File: src/rtl/rlmc_pkg.sv
`default_nettype none

package rlmc_pkg;

    localparam int unsigned RES_MAX = 3;

    localparam logic [7:0] FLAG_RX_DONE  = 8'h40;
    localparam logic [7:0] FLAG_CRC_ERR  = 8'h20;
    localparam logic [7:0] FLAG_TX_DONE  = 8'h08;
    localparam logic [7:0] FLAG_CAD_DONE = 8'h04;
    localparam logic [7:0] FLAG_ACTIVITY = 8'h01;
    localparam logic [7:0] MODE_EXPECTED = 8'h81;

    localparam logic [31:0] TX_TIMEOUT_RST  = 32'd30000;
    localparam logic [31:0] RX_TIMEOUT_RST  = 32'd60000;
    localparam logic [31:0] CAD_TIMEOUT_RST = 32'd100;
    localparam logic [7:0]  RSSI_OFFSET_RST = 8'd157;

    typedef enum logic [1:0] {
        CFG_TX_TIMEOUT  = 2'd0,
        CFG_RX_TIMEOUT  = 2'd1,
        CFG_CAD_TIMEOUT = 2'd2,
        CFG_RSSI_OFFSET = 2'd3
    } cfg_index_t;

    typedef enum logic [2:0] {
        ST_IDLE    = 3'd0,
        ST_RX      = 3'd1,
        ST_CAD     = 3'd2,
        ST_TX      = 3'd3,
        ST_RESTART = 3'd4
    } link_state_t;

    typedef enum logic [2:0] {
        ACT_NONE    = 3'd0,
        ACT_STANDBY = 3'd1,
        ACT_RX      = 3'd2,
        ACT_CAD     = 3'd3,
        ACT_TX      = 3'd4,
        ACT_DELIVER = 3'd5,
        ACT_CRC     = 3'd6,
        ACT_RESET   = 3'd7
    } action_t;

    typedef enum logic {
        KIND_TICK = 1'b0,
        KIND_IRQ  = 1'b1
    } item_kind_t;

    typedef struct packed {
        item_kind_t  mode;
        logic [31:0] now_ms;
        logic [7:0]  irq_bits;
        logic        tx_pending;
        logic [7:0]  op_mode_readback;
        logic        reset_ok;
        logic [7:0]  rx_length;
        logic [7:0]  snr_raw;
        logic [7:0]  rssi_raw;
    } item_t;

    typedef struct packed {
        action_t     action;
        logic        unexpected;
        logic [8:0]  rssi_dbm;
        logic [7:0]  packet_len;
        link_state_t state_after;
    } result_t;

    typedef struct packed {
        logic tx_start;
        logic rx_start;
        logic cad_start;
    } time_load_t;

endpackage

`default_nettype wire

File: src/rtl/rlmc_rssi.sv
`default_nettype none

module rlmc_rssi
    import rlmc_pkg::*;
(
    input  wire logic [7:0] snr_raw,
    input  wire logic [7:0] rssi_raw,
    input  wire logic [7:0] rssi_offset_db,
    output logic [8:0]      rssi_dbm
);

    logic signed [9:0]  snr_ext;
    logic signed [9:0]  snr_quarter;
    logic [16:0]        prod;
    logic [8:0]         boosted;
    logic signed [10:0] base;
    logic signed [10:0] corr;

    // truncation toward zero for negative SNR: add 3 before the arithmetic shift
    assign snr_ext     = $signed({{2{snr_raw[7]}}, snr_raw});
    assign snr_quarter = (snr_ext + 10'sd3) >>> 2;

    // raw * 16 / 15 == raw + raw / 15; raw / 15 == (raw * 274) >> 12 for raw < 256
    assign prod    = 17'(rssi_raw) * 17'd274;
    assign boosted = 9'(rssi_raw) + 9'(prod[16:12]);

    always_comb begin
        if (snr_quarter[9]) begin
            base = $signed({3'b000, rssi_raw}) + $signed({snr_quarter[9], snr_quarter});
        end else begin
            base = $signed({2'b00, boosted});
        end
        corr = base - $signed({3'b000, rssi_offset_db});
        if (corr < -11'sd200) begin
            rssi_dbm = 9'h138;
        end else if (corr > 11'sd127) begin
            rssi_dbm = 9'd127;
        end else begin
            rssi_dbm = corr[8:0];
        end
    end

endmodule

`default_nettype wire

File: src/rtl/rlmc_event.sv
`default_nettype none

module rlmc_event
    import rlmc_pkg::*;
(
    input  wire item_t       item,
    input  wire link_state_t state_cur,
    input  wire logic [31:0] tx_start_time,
    input  wire logic [31:0] rx_start_time,
    input  wire logic [31:0] cad_start_time,
    input  wire logic [31:0] tx_limit_ms,
    input  wire logic [31:0] rx_limit_ms,
    input  wire logic [31:0] cad_limit_ms,
    input  wire logic [7:0]  rssi_offset_db,
    output link_state_t      state_next,
    output time_load_t       time_load,
    output result_t          res [RES_MAX],
    output logic [1:0]       res_cnt
);

    logic [31:0] tmo_start;
    logic [31:0] tmo_limit;
    logic        expired;
    logic        is_tick;
    logic        rx_done;
    logic        tx_done;
    logic        cad_done;
    logic        crc_err;
    logic        activity;
    logic        mode_ok;
    logic [8:0]  pkt_rssi;

    function automatic result_t mk_res(action_t act, logic unexp, link_state_t st);
        result_t r;
        r.action      = act;
        r.unexpected  = unexp;
        r.rssi_dbm    = '0;
        r.packet_len  = '0;
        r.state_after = st;
        return r;
    endfunction

    rlmc_rssi u_rssi (
        .snr_raw        (item.snr_raw),
        .rssi_raw       (item.rssi_raw),
        .rssi_offset_db (rssi_offset_db),
        .rssi_dbm       (pkt_rssi)
    );

    assign is_tick  = (item.mode == KIND_TICK);
    assign rx_done  = |(item.irq_bits & FLAG_RX_DONE);
    assign tx_done  = |(item.irq_bits & FLAG_TX_DONE);
    assign cad_done = |(item.irq_bits & FLAG_CAD_DONE);
    assign crc_err  = |(item.irq_bits & FLAG_CRC_ERR);
    assign activity = |(item.irq_bits & FLAG_ACTIVITY);
    assign mode_ok  = (item.op_mode_readback == MODE_EXPECTED);

    always_comb begin
        case (state_cur)
            ST_TX: begin
                tmo_start = tx_start_time;
                tmo_limit = tx_limit_ms;
            end
            ST_CAD: begin
                tmo_start = cad_start_time;
                tmo_limit = cad_limit_ms;
            end
            default: begin
                tmo_start = rx_start_time;
                tmo_limit = rx_limit_ms;
            end
        endcase
    end

    assign expired = (item.now_ms - tmo_start) > tmo_limit;

    always_comb begin
        time_load = '0;
        if (is_tick) begin
            case (state_cur)
                ST_RX:   time_load.cad_start = item.tx_pending;
                ST_CAD:  time_load.tx_start  = expired && item.tx_pending;
                ST_IDLE: begin
                    time_load.cad_start = mode_ok && item.tx_pending;
                    time_load.rx_start  = mode_ok && !item.tx_pending;
                end
                default: time_load = '0;
            endcase
        end
    end

    // next state
    always_comb begin
        state_next = state_cur;
        if (is_tick) begin
            case (state_cur)
                ST_RX: begin
                    if (expired) begin
                        state_next = ST_IDLE;
                    end else if (item.tx_pending) begin
                        state_next = ST_CAD;
                    end
                end
                ST_TX: begin
                    if (expired) begin
                        state_next = ST_IDLE;
                    end
                end
                ST_CAD: begin
                    if (expired) begin
                        state_next = item.tx_pending ? ST_TX : ST_IDLE;
                    end
                end
                ST_IDLE: begin
                    if (!mode_ok) begin
                        state_next = ST_RESTART;
                    end else if (item.tx_pending) begin
                        state_next = ST_CAD;
                    end else begin
                        state_next = ST_RX;
                    end
                end
                ST_RESTART: begin
                    if (item.reset_ok) begin
                        state_next = ST_IDLE;
                    end
                end
                default: state_next = state_cur;
            endcase
        end else begin
            if (rx_done && state_next != ST_RX) begin
                state_next = ST_IDLE;
            end
            if (tx_done) begin
                state_next = ST_IDLE;
            end
            if (cad_done && (state_next != ST_CAD || activity)) begin
                state_next = ST_IDLE;
            end
        end
    end

    // command results, in order
    always_comb begin
        link_state_t st;
        st      = state_cur;
        res_cnt = '0;
        for (int i = 0; i < RES_MAX; i++) begin
            res[i] = mk_res(ACT_NONE, 1'b0, ST_IDLE);
        end
        if (is_tick) begin
            case (state_cur)
                ST_RX: begin
                    if (item.tx_pending) begin
                        st           = ST_CAD;
                        res[res_cnt] = mk_res(ACT_CAD, 1'b0, st);
                        res_cnt      = res_cnt + 2'd1;
                    end
                    if (expired) begin
                        st           = ST_IDLE;
                        res[res_cnt] = mk_res(ACT_STANDBY, 1'b0, st);
                        res_cnt      = res_cnt + 2'd1;
                    end
                end
                ST_TX: begin
                    if (expired) begin
                        res[0]  = mk_res(ACT_STANDBY, 1'b0, ST_IDLE);
                        res_cnt = 2'd1;
                    end
                end
                ST_CAD: begin
                    if (expired) begin
                        if (item.tx_pending) begin
                            res[0]  = mk_res(ACT_STANDBY, 1'b0, ST_CAD);
                            res[1]  = mk_res(ACT_TX, 1'b0, ST_TX);
                            res_cnt = 2'd2;
                        end else begin
                            res[0]  = mk_res(ACT_STANDBY, 1'b0, ST_IDLE);
                            res_cnt = 2'd1;
                        end
                    end
                end
                ST_IDLE: begin
                    if (!mode_ok) begin
                        res[0] = mk_res(ACT_NONE, 1'b0, ST_RESTART);
                    end else if (item.tx_pending) begin
                        res[0] = mk_res(ACT_CAD, 1'b0, ST_CAD);
                    end else begin
                        res[0] = mk_res(ACT_RX, 1'b0, ST_RX);
                    end
                    res_cnt = 2'd1;
                end
                ST_RESTART: begin
                    res[0] = mk_res(ACT_RESET, 1'b0, ST_RESTART);
                    if (item.reset_ok) begin
                        res[1]  = mk_res(ACT_STANDBY, 1'b0, ST_IDLE);
                        res_cnt = 2'd2;
                    end else begin
                        res_cnt = 2'd1;
                    end
                end
                default: res_cnt = '0;
            endcase
        end else begin
            if (rx_done) begin
                if (st == ST_RX) begin
                    if (crc_err) begin
                        res[res_cnt] = mk_res(ACT_CRC, 1'b0, st);
                        res_cnt      = res_cnt + 2'd1;
                    end else if (item.rx_length != 8'd0) begin
                        res[res_cnt]            = mk_res(ACT_DELIVER, 1'b0, st);
                        res[res_cnt].rssi_dbm   = pkt_rssi;
                        res[res_cnt].packet_len = item.rx_length;
                        res_cnt                 = res_cnt + 2'd1;
                    end
                end else begin
                    st           = ST_IDLE;
                    res[res_cnt] = mk_res(ACT_STANDBY, 1'b1, st);
                    res_cnt      = res_cnt + 2'd1;
                end
            end
            if (tx_done) begin
                if (st == ST_TX) begin
                    st           = ST_IDLE;
                    res[res_cnt] = mk_res(ACT_NONE, 1'b0, st);
                end else begin
                    st           = ST_IDLE;
                    res[res_cnt] = mk_res(ACT_STANDBY, 1'b1, st);
                end
                res_cnt = res_cnt + 2'd1;
            end
            if (cad_done) begin
                if (st == ST_CAD) begin
                    if (activity) begin
                        st           = ST_IDLE;
                        res[res_cnt] = mk_res(ACT_NONE, 1'b0, st);
                        res_cnt      = res_cnt + 2'd1;
                    end
                end else begin
                    st           = ST_IDLE;
                    res[res_cnt] = mk_res(ACT_STANDBY, 1'b1, st);
                    res_cnt      = res_cnt + 2'd1;
                end
            end
        end
    end

endmodule

`default_nettype wire

File: src/rtl/rlmc_result_buf.sv
`default_nettype none

module rlmc_result_buf
    import rlmc_pkg::*;
(
    input  wire logic    aclk,
    input  wire logic    aresetn,
    input  wire logic    load,
    input  wire result_t load_res [RES_MAX],
    input  wire logic [1:0] load_cnt,
    output logic         free,
    output logic         m_tvalid,
    input  wire logic    m_tready,
    output logic [23:0]  m_tdata,  // action[2:0], unexpected[3], rssi_dbm[12:4],
                                   // packet_len[20:13], state_after[23:21]
    output logic         m_tlast
);

    logic       valid_reg, valid_next;
    logic [1:0] cnt_reg;
    logic [1:0] idx_reg, idx_next;
    result_t    res_reg [RES_MAX];
    result_t    cur;
    logic       take;
    logic       done;

    assign cur      = res_reg[idx_reg];
    assign m_tvalid = valid_reg;
    assign m_tlast  = (idx_reg == 2'(cnt_reg - 2'd1));
    assign m_tdata  = {cur.state_after, cur.packet_len, cur.rssi_dbm,
                       cur.unexpected, cur.action};

    assign take = valid_reg && m_tready;
    assign done = take && m_tlast;
    assign free = !valid_reg || done;

    always_comb begin
        valid_next = valid_reg;
        idx_next   = idx_reg;
        if (load) begin
            valid_next = 1'b1;
            idx_next   = '0;
        end else if (done) begin
            valid_next = 1'b0;
        end else if (take) begin
            idx_next = idx_reg + 2'd1;
        end
    end

    always_ff @(posedge aclk) begin
        if (!aresetn) begin
            valid_reg <= 1'b0;
            idx_reg   <= '0;
        end else begin
            valid_reg <= valid_next;
            idx_reg   <= idx_next;
        end
    end

    always_ff @(posedge aclk) begin
        if (load) begin
            cnt_reg <= load_cnt;
            for (int i = 0; i < RES_MAX; i++) begin
                res_reg[i] <= load_res[i];
            end
        end
    end

endmodule

`default_nettype wire

File: src/rtl/radio_link_mode_controller.sv
// Link mode controller for a half-duplex packet radio. Each input transaction is a tick
// (s_tuser = 0) or a radio interrupt (s_tuser = 1) and yields zero to three command
// results, sent in order on the m_ side with m_tlast on the final one; a transaction
// with nothing to do yields no result. A transaction is registered, evaluated against
// the link state and timers, and its results are held in a three-entry result buffer
// that drains one result per cycle while m_tready is high. m_tvalid is registered in
// the buffer and rises once a registered transaction with results is loaded into it. A new
// transaction is accepted every cycle while the buffer keeps up; as results leave through
// the single result port, a transaction holds the next one in the input register until
// its last result is taken. The user is bound to write the timeout registers and the RSSI
// offset through cfg_* only while the block is idle; the block itself does not enforce it.
`default_nettype none

module radio_link_mode_controller
    import rlmc_pkg::*;
(
    input  wire logic        aclk,
    input  wire logic        aresetn,
    input  wire logic        cfg_wr_en,
    input  wire logic [1:0]  cfg_index,
    input  wire logic [31:0] cfg_wdata,
    input  wire logic        s_tvalid,
    output logic             s_tready,
    input  wire logic [79:0] s_tdata,  // now_ms[31:0], irq_bits[39:32], tx_pending[40],
                                       // op_mode_readback[48:41], reset_ok[49],
                                       // rx_length[57:50], snr_raw[65:58],
                                       // rssi_raw[73:66], zero[79:74]
    input  wire logic        s_tuser,  // mode[0]
    output logic             m_tvalid,
    input  wire logic        m_tready,
    output logic [23:0]      m_tdata,  // action[2:0], unexpected[3], rssi_dbm[12:4],
                                       // packet_len[20:13], state_after[23:21]
    output logic             m_tlast
);

    logic [31:0] tx_tmo_reg;
    logic [31:0] rx_tmo_reg;
    logic [31:0] cad_tmo_reg;
    logic [7:0]  rssi_off_reg;

    logic        in_valid_reg;
    item_t       item_reg;
    item_t       item_in;

    link_state_t state_reg, state_next;
    logic [31:0] tx_start_reg;
    logic [31:0] rx_start_reg;
    logic [31:0] cad_start_reg;

    time_load_t  time_load;
    result_t     res [RES_MAX];
    logic [1:0]  res_cnt;
    logic        buf_free;
    logic        move;
    logic        accept;

    assign item_in.mode             = item_kind_t'(s_tuser);
    assign item_in.now_ms           = s_tdata[31:0];
    assign item_in.irq_bits         = s_tdata[39:32];
    assign item_in.tx_pending       = s_tdata[40];
    assign item_in.op_mode_readback = s_tdata[48:41];
    assign item_in.reset_ok         = s_tdata[49];
    assign item_in.rx_length        = s_tdata[57:50];
    assign item_in.snr_raw          = s_tdata[65:58];
    assign item_in.rssi_raw         = s_tdata[73:66];

    assign move     = in_valid_reg && buf_free;
    assign s_tready = !in_valid_reg || move;
    assign accept   = s_tvalid && s_tready;

    always_ff @(posedge aclk) begin
        if (!aresetn) begin
            tx_tmo_reg   <= TX_TIMEOUT_RST;
            rx_tmo_reg   <= RX_TIMEOUT_RST;
            cad_tmo_reg  <= CAD_TIMEOUT_RST;
            rssi_off_reg <= RSSI_OFFSET_RST;
        end else if (cfg_wr_en) begin
            case (cfg_index_t'(cfg_index))
                CFG_TX_TIMEOUT:  tx_tmo_reg   <= cfg_wdata;
                CFG_RX_TIMEOUT:  rx_tmo_reg   <= cfg_wdata;
                CFG_CAD_TIMEOUT: cad_tmo_reg  <= cfg_wdata;
                CFG_RSSI_OFFSET: rssi_off_reg <= cfg_wdata[7:0];
                default: ;
            endcase
        end
    end

    always_ff @(posedge aclk) begin
        if (!aresetn) begin
            in_valid_reg <= 1'b0;
        end else if (accept) begin
            in_valid_reg <= 1'b1;
        end else if (move) begin
            in_valid_reg <= 1'b0;
        end
    end

    always_ff @(posedge aclk) begin
        if (accept) begin
            item_reg <= item_in;
        end
    end

    rlmc_event u_event (
        .item           (item_reg),
        .state_cur      (state_reg),
        .tx_start_time  (tx_start_reg),
        .rx_start_time  (rx_start_reg),
        .cad_start_time (cad_start_reg),
        .tx_limit_ms    (tx_tmo_reg),
        .rx_limit_ms    (rx_tmo_reg),
        .cad_limit_ms   (cad_tmo_reg),
        .rssi_offset_db (rssi_off_reg),
        .state_next     (state_next),
        .time_load      (time_load),
        .res            (res),
        .res_cnt        (res_cnt)
    );

    always_ff @(posedge aclk) begin
        if (!aresetn) begin
            state_reg     <= ST_RESTART;
            tx_start_reg  <= '0;
            rx_start_reg  <= '0;
            cad_start_reg <= '0;
        end else if (move) begin
            state_reg <= state_next;
            if (time_load.tx_start) begin
                tx_start_reg <= item_reg.now_ms;
            end
            if (time_load.rx_start) begin
                rx_start_reg <= item_reg.now_ms;
            end
            if (time_load.cad_start) begin
                cad_start_reg <= item_reg.now_ms;
            end
        end
    end

    rlmc_result_buf u_result_buf (
        .aclk     (aclk),
        .aresetn  (aresetn),
        .load     (move && (res_cnt != 2'd0)),
        .load_res (res),
        .load_cnt (res_cnt),
        .free     (buf_free),
        .m_tvalid (m_tvalid),
        .m_tready (m_tready),
        .m_tdata  (m_tdata),
        .m_tlast  (m_tlast)
    );

    a_len_only_on_deliver: assert property (@(posedge aclk) disable iff (!aresetn)
        m_tvalid && (m_tdata[2:0] != ACT_DELIVER) |-> (m_tdata[20:4] == '0))
        else $error("packet fields set on a non-deliver result");

    a_stall_blocks_input: assert property (@(posedge aclk) disable iff (!aresetn)
        in_valid_reg && m_tvalid && !m_tready |-> !s_tready)
        else $error("input taken while result buffer is stalled");

    a_unexpected_is_standby: assert property (@(posedge aclk) disable iff (!aresetn)
        m_tvalid && m_tdata[3] |-> (m_tdata[2:0] == ACT_STANDBY) && (m_tdata[23:21] == ST_IDLE))
        else $error("unexpected flag on a result other than standby to idle");

endmodule

`default_nettype wire
File: config.mk
export PLATFORM = sky130hd
export DESIGN_NAME = radio_link_mode_controller
export DESIGN_NICKNAME = d
export VERILOG_FILES = /design/src/rtl/rlmc_pkg.sv /design/src/rtl/rlmc_rssi.sv /design/src/rtl/rlmc_event.sv /design/src/rtl/rlmc_result_buf.sv /design/src/rtl/radio_link_mode_controller.sv
export SDC_FILE = /design/constraint.sdc
export NUM_CORES = 1
export LEC_CHECK = 0
export ABC_AREA = 1
export BUFFER_PORTS_ARGS = -buffer_cell sky130_fd_sc_hd__buf_4
export CORE_MARGIN = 4
export CORE_UTILIZATION = 45
export DETAILED_ROUTE_END_ITERATION = 7
export PLACE_DENSITY = 0.65
export SETUP_SLACK_MARGIN = 0.02
export SLEW_MARGIN = 0
export SYNTH_ARGS = -nofsm -noshare
export SYNTH_HDL_FRONTEND = slang
export SYNTH_SLANG_ARGS = --single-unit
export TNS_END_PERCENT = 5
File: constraint.sdc
create_clock -name aclk -period 5.75 [get_ports aclk]
set_input_delay 0.8625 -clock aclk [delete_from_list [all_inputs] [get_ports aclk]]
set_output_delay 0.8625 -clock aclk [all_outputs]
set_load 0.05 [all_outputs]
==> results_dict.tcl, run 1 <==
set metrics [dict create \
    ys_seq_area_share_pct 43.8 \
    overflow 0 \
    io_pins 147 \
    grt_pass1_vias 13500 \
    cts_root_buf "clkbuf_16" \
    synthAdderAreaFrac_pct 9.64 \
    area_growth_syn_to_layout_pct 21.3 \
    ys_seq_elements 311 \
    syn_area_mm2 0.0165 \
    cts_tree "done" \
    hold_viol_final 0 \
    fin_nets 2472 \
    clk_latency_ns 0.54 \
    groute.layer.met3.usage_pct 2.97 \
    drc 0 \
    ys_top_cells_by_area "dfxtp_1 25%, edfxtp_1 19%, ha_1 9.2%" \
    clk_pin_slew_worst_paths_ns 0.06 \
    io_buffer_count 137 \
    drive_gt1_share_pct 18.3 \
    routed_via_density 5.32 \
    met1_usage_pct 29.3 \
    cp_common_cell "nand2_1" \
    crit_path_max_incr_delay_ns 0.39 \
    initial_core_util_pct 46.0 \
    power_leakage_nw 8.53 \
    syn_nets 2299 \
    min_from "cad_tmo_reg[13]" \
    cts_htree_levels 2 \
    endpoint_kind "flop" \
    grt_pass1_wl_um 68200 \
    ff2ff_path_depth 36 \
    cts_buffers 36 \
    ant_nets 0 \
    dp_hpwl_um 29600 \
    status "complete, no violations" \
    drv_cap 0 \
    die_x_um 200 \
    critPathRequiredTime_ns 6.04 \
    slew_headroom_pct 22.7 \
    fin_hold_ws_ns 0.452 \
    clock-sinks 311 \
    synth_top_family_by_area "simple AND/OR/NAND/NOR gates" \
    rsz0062_at_grt "true" \
    finalSetupViolCount 0 \
    n_fill_cell 3245 \
    drv_slew 0 \
    die_area_mm2 0.0399 \
    synth_cell_types 56 \
    postPlaceCellArea_mm2 0.0182 \
    hold_path_class "reg2reg" \
    worst_pin_slew_ns 1.16 \
    multi_input_area_mm2 0.00854 \
    largest_register_ffs 72 \
    synth-edff-count 102 \
    die-height_um 200 \
    hold_end "cad_tmo_reg[13]" \
    yosys.area.top_type "dfxtp_1" \
    seq_area_mm2 0.00725 \
    rows 69 \
    totalWireLength_um 43900 \
    period_share_pct 95.3 \
    synth-compound-area-share_pct 17.6 \
    skew_ns 0.0226 \
    start_kind "flop" \
    ys_warn_count 0 \
    pre_cts_slack_ns 0.0274 \
    fin_ws_ns 0.271 \
    final_area_mm2 0.0201 \
    grt_busiest_layer "met2" \
    reg2reg_from "state_reg[1]" \
    coreArea_mm2 0.0359 \
    yosysMostFrequentCell "nor2_1" \
    arrival_ns 5.77 \
    stdcell_count 2713 \
    avgSynthCellArea_um2 8.05 \
    critPathKind "reg2reg" \
    async_reset_ff_share_pct 0 \
    dp.cells 2621 \
    grt_max_degree 121 \
    r2r_slack_ns 0.27 \
    antenna_cells 0 \
    synthSimpleGateAreaFrac_pct 19.4 \
    fmax_mhz 183 \
    cts_buffer_depth 3 \
    drt_first_iter_violations 964 \
    synthCells 2054 \
    synth-xor-area-share_pct 2.59 \
    startpoint "state_reg[1]" \
    critPathMaxFanout 7 \
    grt_use_total_pct 20.9 \
    ys.flop_type "dfxtp_1" \
    crit_slowest_cell "ha_1" \
    synth.top_cells.by_count "390 x nor2_1, 250 x nand2_1, 209 x dfxtp_1, 177 x inv_1, 135 x a21oi_1" \
    period_needed_ns 5.48 \
    hold_depth 2 \
    antenna_found_initial 0 \
    vias 14400 \
    r2r_end "u_result_buf.res_reg[0][14]" \
    dr.pass1.iters 5 \
    power_density_mw_per_mm2 290 \
    synthMuxAreaShare_pct 0.0605 \
    ir_drop_mv 0.262 \
    synthDominantCellAreaShare_pct 25.3 \
    routedWlPerCell_um 16.2 \
    grt_use_met2_pct 33.6 \
    gp_congestion 0.905 \
]
layout by cell type, fill, tap and decap left out, drive strengths merged, types with 59 or more instances in the layout:
master	count
nand3	62
dfxtp	209
edfxtp	102
buf	215
o21ai	237
a21oi	139
nand2	255
nor2	397
ha	121
clkbuf	59
inv	203
how the worst max path moves through the flow:
stage / end / depth (start not counted)
floorplan: u_result_buf.cnt_reg[0] / 33
global placement: u_result_buf.res_reg[0][17] / 32
detailed placement: u_result_buf.res_reg[0][17] / 36
CTS: u_result_buf.res_reg[0][13] / 37
global route: u_result_buf.res_reg[0][17] / 31
finish: u_result_buf.res_reg[0][14] / 36
report_power, final:
part / internal (mW) / switching (mW) / leakage (nW) / total [mW]
Clock: 1.30 / 0.881 / 0.551 / 2.18
Combinational: 0.499 / 0.716 / 5.31 / 1.21
Sequential: 2.37 / 0.0532 / 2.67 / 2.42
Total: 4.16 / 1.65 / 8.53 / 5.81
critical path: cells and delay by family, from the launching register on:
family	cells	cell delay, ns
AND/OR/NAND/NOR	16	1.51
XOR/XNOR	1	0.14
flip-flops	1	0.35
AO/OA/AOI/OAI	8	1.18
adder cells (fa/ha/maj)	3	0.96
buffers and inverters	8	1.07
logic make-up (layout without fill, tap and decap cells):
logic type	count (synthesis)	after routing
and+or+nand+nor	777	777
AOI/OAI and AO/OA	503	503
DFF	311	311
buffers and inverters	289	487
adders and majority gates	125	125
xor gates and xnor gates	48	48
muxes	1	1
cell type report:
class                           count  share of cell area, %
Timing Repair Buffer              219                   8.99
Tap cell                          461                   2.87
Clock inverter                      8                  0.362
Sequential cell                   311                   36.1
Clock buffer                       55                   5.21
Multi-Input combinational cell   1454                   42.5
Inverter                          205                   3.88
stage by stage:
step	setup TNS (ns)	total power [mW]	util, %
5_1_grt	-0.672	6.11	55.9
3_5_place_dp	0	3.56	50.8
2_1_floorplan	0	3.22	-
6_report	0	5.81	55.9
3_3_place_gp	0	3.53	50.8
4_1_cts	0	5.76	53.9
layer usage:
metal  vias to the layer above  routed length, um
met1                      6745              20500
met5                         -                  0
li1                       7291                  -
met3                        68               2000
met2                       334              20400
met4                         0               1040
what timing repair did:
item	4_1_cts	5_1_grt
gates cloned	0	5
hold buffers	0	0
setup endpoints to repair	18	77
setup buffers	0	24
endpoints found under the hold margin	0	0
resized for setup	2	94
pin swaps	1	47
Power figures use the tool's default switching activity.
==> inputs of run 2 (changes only) <==
--- a/config.mk
+++ b/config.mk
@@ -10,8 +10,9 @@
 export CORE_MARGIN = 4
 export CORE_UTILIZATION = 45
 export DETAILED_ROUTE_END_ITERATION = 7
-export PLACE_DENSITY = 0.65
+export PLACE_DENSITY = 0.63
 export SETUP_SLACK_MARGIN = 0.02
+export SKIP_LAST_GASP = 1
 export SLEW_MARGIN = 0
 export SYNTH_ARGS = -nofsm -noshare
 export SYNTH_HDL_FRONTEND = slang
==> constraint.sdc (replaced) <==
create_clock -name aclk -period 6.9 [get_ports aclk]
set_input_delay 1.035 -clock aclk [delete_from_list [all_inputs] [get_ports aclk]]
set_output_delay 1.035 -clock aclk [all_outputs]
set_load 0.01 [all_outputs]
==> run 2 against run 1 <==
Net effect: clock power is 16% lower; total power is 19% lower; via count is 3.2% lower; utilization is 2.8 points lower; routed wire length is 4.2% lower; maximum frequency is 13% lower; critical path type unchanged; cell count is 2.3% lower.
==> results_dict.tcl, run 2 (synthesized netlist as in run 1, its figures left out) <==
set metrics [dict create \
    status "complete, no violations" \
    cts_htree_levels 2 \
    multi_input_area_mm2 0.00816 \
    drc 0 \
    grt_max_degree 123 \
    worst_pin_slew_ns 1.07 \
    rows 69 \
    grt_pass1_vias 13500 \
    layout_commonest_cell "nor2_1" \
    seq_area_mm2 0.00725 \
    fin_nets 2406 \
    grt_pass1_wl_um 69000 \
    period_needed_ns 6.30 \
    die_area_mm2 0.0399 \
    cts_buffers 36 \
    io_pins 147 \
    ir_drop_mv 0.209 \
    period_share_pct 91.2 \
    n_fill_cell 3378 \
    drv_slew 0 \
    drt_first_iter_violations 1040 \
    rsz0062_at_grt "false" \
    routedWlPerCell_um 15.9 \
    clock-sinks 311 \
    start_kind "flop" \
    initial_core_util_pct 46.0 \
    clk_latency_ns 0.52 \
    largest_register_ffs 72 \
    io_buffer_count 137 \
    totalWireLength_um 42100 \
    post_cts_buffers 0 \
    antenna_found_initial 2 \
    crit_slowest_cell "dfxtp_1" \
    skew_ns 0.0201 \
    critPathRequiredTime_ns 7.12 \
    hold_viol_final 0 \
    critPathKind "reg2reg" \
    clk_pin_slew_worst_paths_ns 0.06 \
    hold_depth 2 \
    overflow 0 \
    crit_path_max_incr_delay_ns 0.52 \
    die-height_um 200 \
    coreArea_mm2 0.0359 \
    ant_nets 0 \
    final_util_pct 53.1 \
    power_leakage_nw 8.12 \
    ff2ff_path_depth 33 \
    finalSetupViolCount 0 \
    critPathMaxFanout 29 \
    dp_hpwl_um 29300 \
    slew_headroom_pct 28.4 \
    die_x_um 200 \
    drive_gt1_share_pct 12.5 \
    fmax_mhz 159 \
    drv_cap 0 \
    hold_path_class "reg2reg" \
    cts_root_buf "clkbuf_16" \
    cp_common_cell "nand2_1" \
    cts_tree "done" \
    arrival_ns 6.51 \
    final_area_mm2 0.0191 \
    setup_tns_ns 0 \
    hold_buffers 0 \
    cts.repair.resized 0 \
    power_density_mw_per_mm2 246 \
    gp_congestion 0.877 \
    dr.pass1.iters 5 \
    routed_via_density 5.28 \
    vias 14000 \
    final_cell_mix "389 x nor2_1, 250 x nand2_1, 209 x dfxtp_1" \
    area_growth_syn_to_layout_pct 15.3 \
    postPlaceCellArea_mm2 0.0179 \
    endpoint_kind "flop" \
    grt_use_total_pct 21.0 \
    cts_buffer_depth 3 \
]
run 2: cell types whose count changed in the layout (fill, tap and decap cells not counted), moves of 5 or more:
cell | before | now
nand2_1 | 239 | 250
buf_4 | 205 | 151
nand2_2 | 15 | 5
o21ai_0 | 120 | 129
a21oi_1 | 115 | 135
a21oi_2 | 21 | 2
o21ai_2 | 9 | 2
ha_4 | 7 | 0
ha_1 | 113 | 121
buf_12 | 6 | 1
run 2: worst max-delay path, delay by kind of cell, from the launching register on:
family,cells,cell delay (ns)
flip-flops,1,0.52
AND/OR/NAND/NOR,16,1.96
buffers and inverters,7,1.26
AO/OA/AOI/OAI,7,1.43
adder cells (fa/ha/maj),3,0.79
run 2: layout make-up:
cell class                      count  share of cell area (%)
Multi-Input combinational cell   1454                    42.8
Sequential cell                   311                    38.0
Timing Repair Buffer              153                    6.11
Clock buffer                       55                    5.42
Inverter                          205                    4.04
Tap cell                          461                    3.02
Clock inverter                      9                   0.584
Antenna cell                        2                  0.0262
run 2: worst paths after layout:
path / from / to / slack [ns]
setup / recovery: state_reg[2] / u_result_buf.res_reg[0][12] / 0.60
hold / removal: cad_tmo_reg[27] / cad_tmo_reg[27] / 0.45
setup reg to reg: state_reg[2] / u_result_buf.res_reg[0][12] / 0.60
hold reg to reg: cad_tmo_reg[27] / cad_tmo_reg[27] / 0.45
run 2: layer usage:
layer / routed length, um / part of all wire, % / global-route usage [%]
met1: 20200 / 48 / 29.9
met2: 19100 / 45 / 33.9
met3: 2010 / 4.8 / 3.02
met4: 775 / 1.8 / 5.01
met5: 0 / 0 / 0
run 2: report_power, final:
group | switching [mW] | internal, mW | total, mW
combinational | 0.501 | 0.337 | 0.838
clock | 0.732 | 1.11 | 1.84
sequential | 0.0472 | 1.97 | 2.02
total | 1.28 | 3.42 | 4.70
run 2: stage by stage:
stage                     total power [mW]  std cells  worst slack (ns)  hold slack [ns]
final                                 4.70       2650             0.605            0.451
after global routing                  4.96       2650            0.0464            0.463
after CTS                             4.75       2648             0.460            0.455
after detailed placement              2.89       2584             0.480            0.444
after global placement                2.87       2584             0.615            0.437
after floorplan                       2.64       2054              1.16            0.429
==> inputs of run 3 (changes only) <==
--- a/config.mk
+++ b/config.mk
@@ -10,7 +10,7 @@
 export CORE_MARGIN = 4
 export CORE_UTILIZATION = 45
 export DETAILED_ROUTE_END_ITERATION = 7
-export PLACE_DENSITY = 0.63
+export PLACE_DENSITY_LB_ADDON = 0.08
 export SETUP_SLACK_MARGIN = 0.02
 export SKIP_LAST_GASP = 1
 export SLEW_MARGIN = 0
==> run 3 against run 2 <==
Net effect: register-to-register slack gained 0.13 ns; flip-flop and latch count is the same; clock-buffer cell count is 5 lower; first-iteration DRC count fell by 18%; utilization rose by 0.38 points; critical endpoint is now u_result_buf.res_reg[0][15]; largest cell class unchanged.
==> results_dict.tcl, run 3 (synthesized netlist as in run 1, its figures left out) <==
set metrics [dict create \
    stdcell_count 2653 \
    period_needed_ns 6.16 \
    area_growth_syn_to_layout_pct 16.2 \
    hold_path_class "reg2reg" \
    grt_pass1_wl_um 69300 \
    layout_commonest_cell "nor2_1" \
    io_pins 147 \
    fin_hold_ws_ns 0.452 \
    dr.pass1.iters 7 \
    rsz0062_at_grt "false" \
    rows 69 \
    power_leakage_nw 8.20 \
    antenna_found_initial 1 \
    clock-sinks 311 \
    die-height_um 200 \
    period_share_pct 89.3 \
    start_kind "flop" \
    cp_common_cell "nand2_1" \
    status "complete, no violations" \
    cts_htree_levels 2 \
    switchingPower_mw 1.34 \
    cts.repair.resized 0 \
    critPathRequiredTime_ns 7.13 \
    drc 0 \
    cts_buffer_depth 3 \
    post_cts_buffers 0 \
    drv_slew 0 \
    ir_drop_mv 0.192 \
    reg2reg_from "state_reg[2]" \
    drt_first_iter_violations 858 \
    grt_use_total_pct 21.4 \
    die_area_mm2 0.0399 \
    initial_core_util_pct 46.0 \
    cts_root_buf "clkbuf_16" \
    cts_tree "done" \
    finalPower_mw 4.85 \
    clk_pin_slew_worst_paths_ns 0.06 \
    p_sw_share_pct 27.5 \
    final_cell_mix "389 x nor2_1, 250 x nand2_1, 209 x dfxtp_1" \
    fmax_mhz 162 \
    dp.cells 2585 \
    power_density_mw_per_mm2 253 \
    crit_path_max_incr_delay_ns 0.51 \
    cts_buffers 37 \
    n_fill_cell 3456 \
    coreArea_mm2 0.0359 \
    worst_pin_slew_ns 0.841 \
    slew_headroom_pct 43.8 \
    critPathKind "reg2reg" \
    dp_hpwl_um 29800 \
    totalWireLength_um 43300 \
    drv_cap 0 \
    endpoint_kind "flop" \
    overflow 0 \
    ant_nets 0 \
    setup_tns_ns 0 \
    grt_pass1_vias 13300 \
    largest_register_ffs 72 \
    grt_max_degree 90 \
    finalSetupViolCount 0 \
    startpoint "state_reg[2]" \
    vias 14100 \
    pwr-share-clk_pct 41.1 \
    drive_gt1_share_pct 12.9 \
    clk_latency_ns 0.55 \
    p_int_mw 3.52 \
    p_comb_share_pct 17.3 \
    gp_congestion 0.902 \
    routedWlPerCell_um 16.3 \
    routed_via_density 5.31 \
    fin_nets 2408 \
    hold_viol_final 0 \
    arrival_ns 6.39 \
    io_buffer_count 137 \
    min_from "cad_tmo_reg[30]" \
    critPathMaxFanout 28 \
    skew_ns 0.0231 \
    p_seq_share_pct 41.6 \
    die_x_um 200 \
    crit_slowest_cell "dfxtp_1" \
    hold_buffers 0 \
]
[run 3: cell count changes in the layout (fill, tap and decap cells not counted), moves of 2 or more]
| cell | previous run | this run |
|---|---|---|
| clkinv_4 | 2 | 0 |
| clkinv_2 | 3 | 6 |
| buf_12 | 1 | 3 |
| clkbuf_1 | 14 | 4 |
| clkbuf_16 | 37 | 41 |
| clkinv_1 | 2 | 6 |
[run 3: layout make-up]
| cell class | count | area, um^2 | area share, % |
|---|---|---|---|
| antenna | 1 | 2.50 | 0.0130 |
| clock inverter | 17 | 146 | 0.762 |
| timing repair buffer | 154 | 1190 | 6.21 |
| multi-input combinational | 1454 | 8160 | 42.5 |
| inverter | 205 | 771 | 4.01 |
| sequential | 311 | 7250 | 37.7 |
| clock buffer | 50 | 1110 | 5.78 |
| tap | 461 | 577 | 3.00 |
[run 3: power by group through the flow]
stage	clock network [mW]	registers, mW	logic [mW]
after detailed placement	0	2.06	0.840
after floorplan	0	2.04	0.595
after global routing	2.11	2.03	0.964
after global placement	0	2.06	0.824
final	1.99	2.02	0.841
after CTS	2.04	2.02	0.845
[run 3: critical path: cells and delay by family, from the launching register on]
family,cells,cell delay [ns]
AND/OR/NAND/NOR,18,2.54
AO/OA/AOI/OAI,5,0.84
adder cells (fa/ha/maj),3,0.87
buffers and inverters,8,1.00
flip-flops,1,0.51
XOR/XNOR,1,0.08
[run 3: per-stage QoR]
stage / setup slack [ns] / area (um^2) / utilization, %
2_1_floorplan: 1.16 / 16500 / -
3_3_place_gp: 0.882 / 18000 / 50.0
3_5_place_dp: 0.787 / 18000 / 50.0
4_1_cts: 0.739 / 19200 / 53.5
5_1_grt: 0.180 / 19200 / 53.5
6_report: 0.736 / 19200 / 53.5
[run 3: worst paths after layout]
path	end	slack, ns	cells after the start
setup / recovery	u_result_buf.res_reg[0][15]	0.74	35
hold / removal	cad_tmo_reg[30]	0.45	2
setup reg to reg	u_result_buf.res_reg[0][15]	0.74	35
hold reg to reg	cad_tmo_reg[30]	0.45	2
[run 3: layer usage]
layer / vias up / global-route usage [%] / wire length (um) / share of wire [%]
met5: - / 0 / 0 / 0
met4: 0 / 5.53 / 700 / 1.6
met3: 47 / 3.81 / 2320 / 5.3
met2: 297 / 33.7 / 19400 / 45
met1: 6571 / 30.7 / 20900 / 48
li1: 7165 / - / - / -
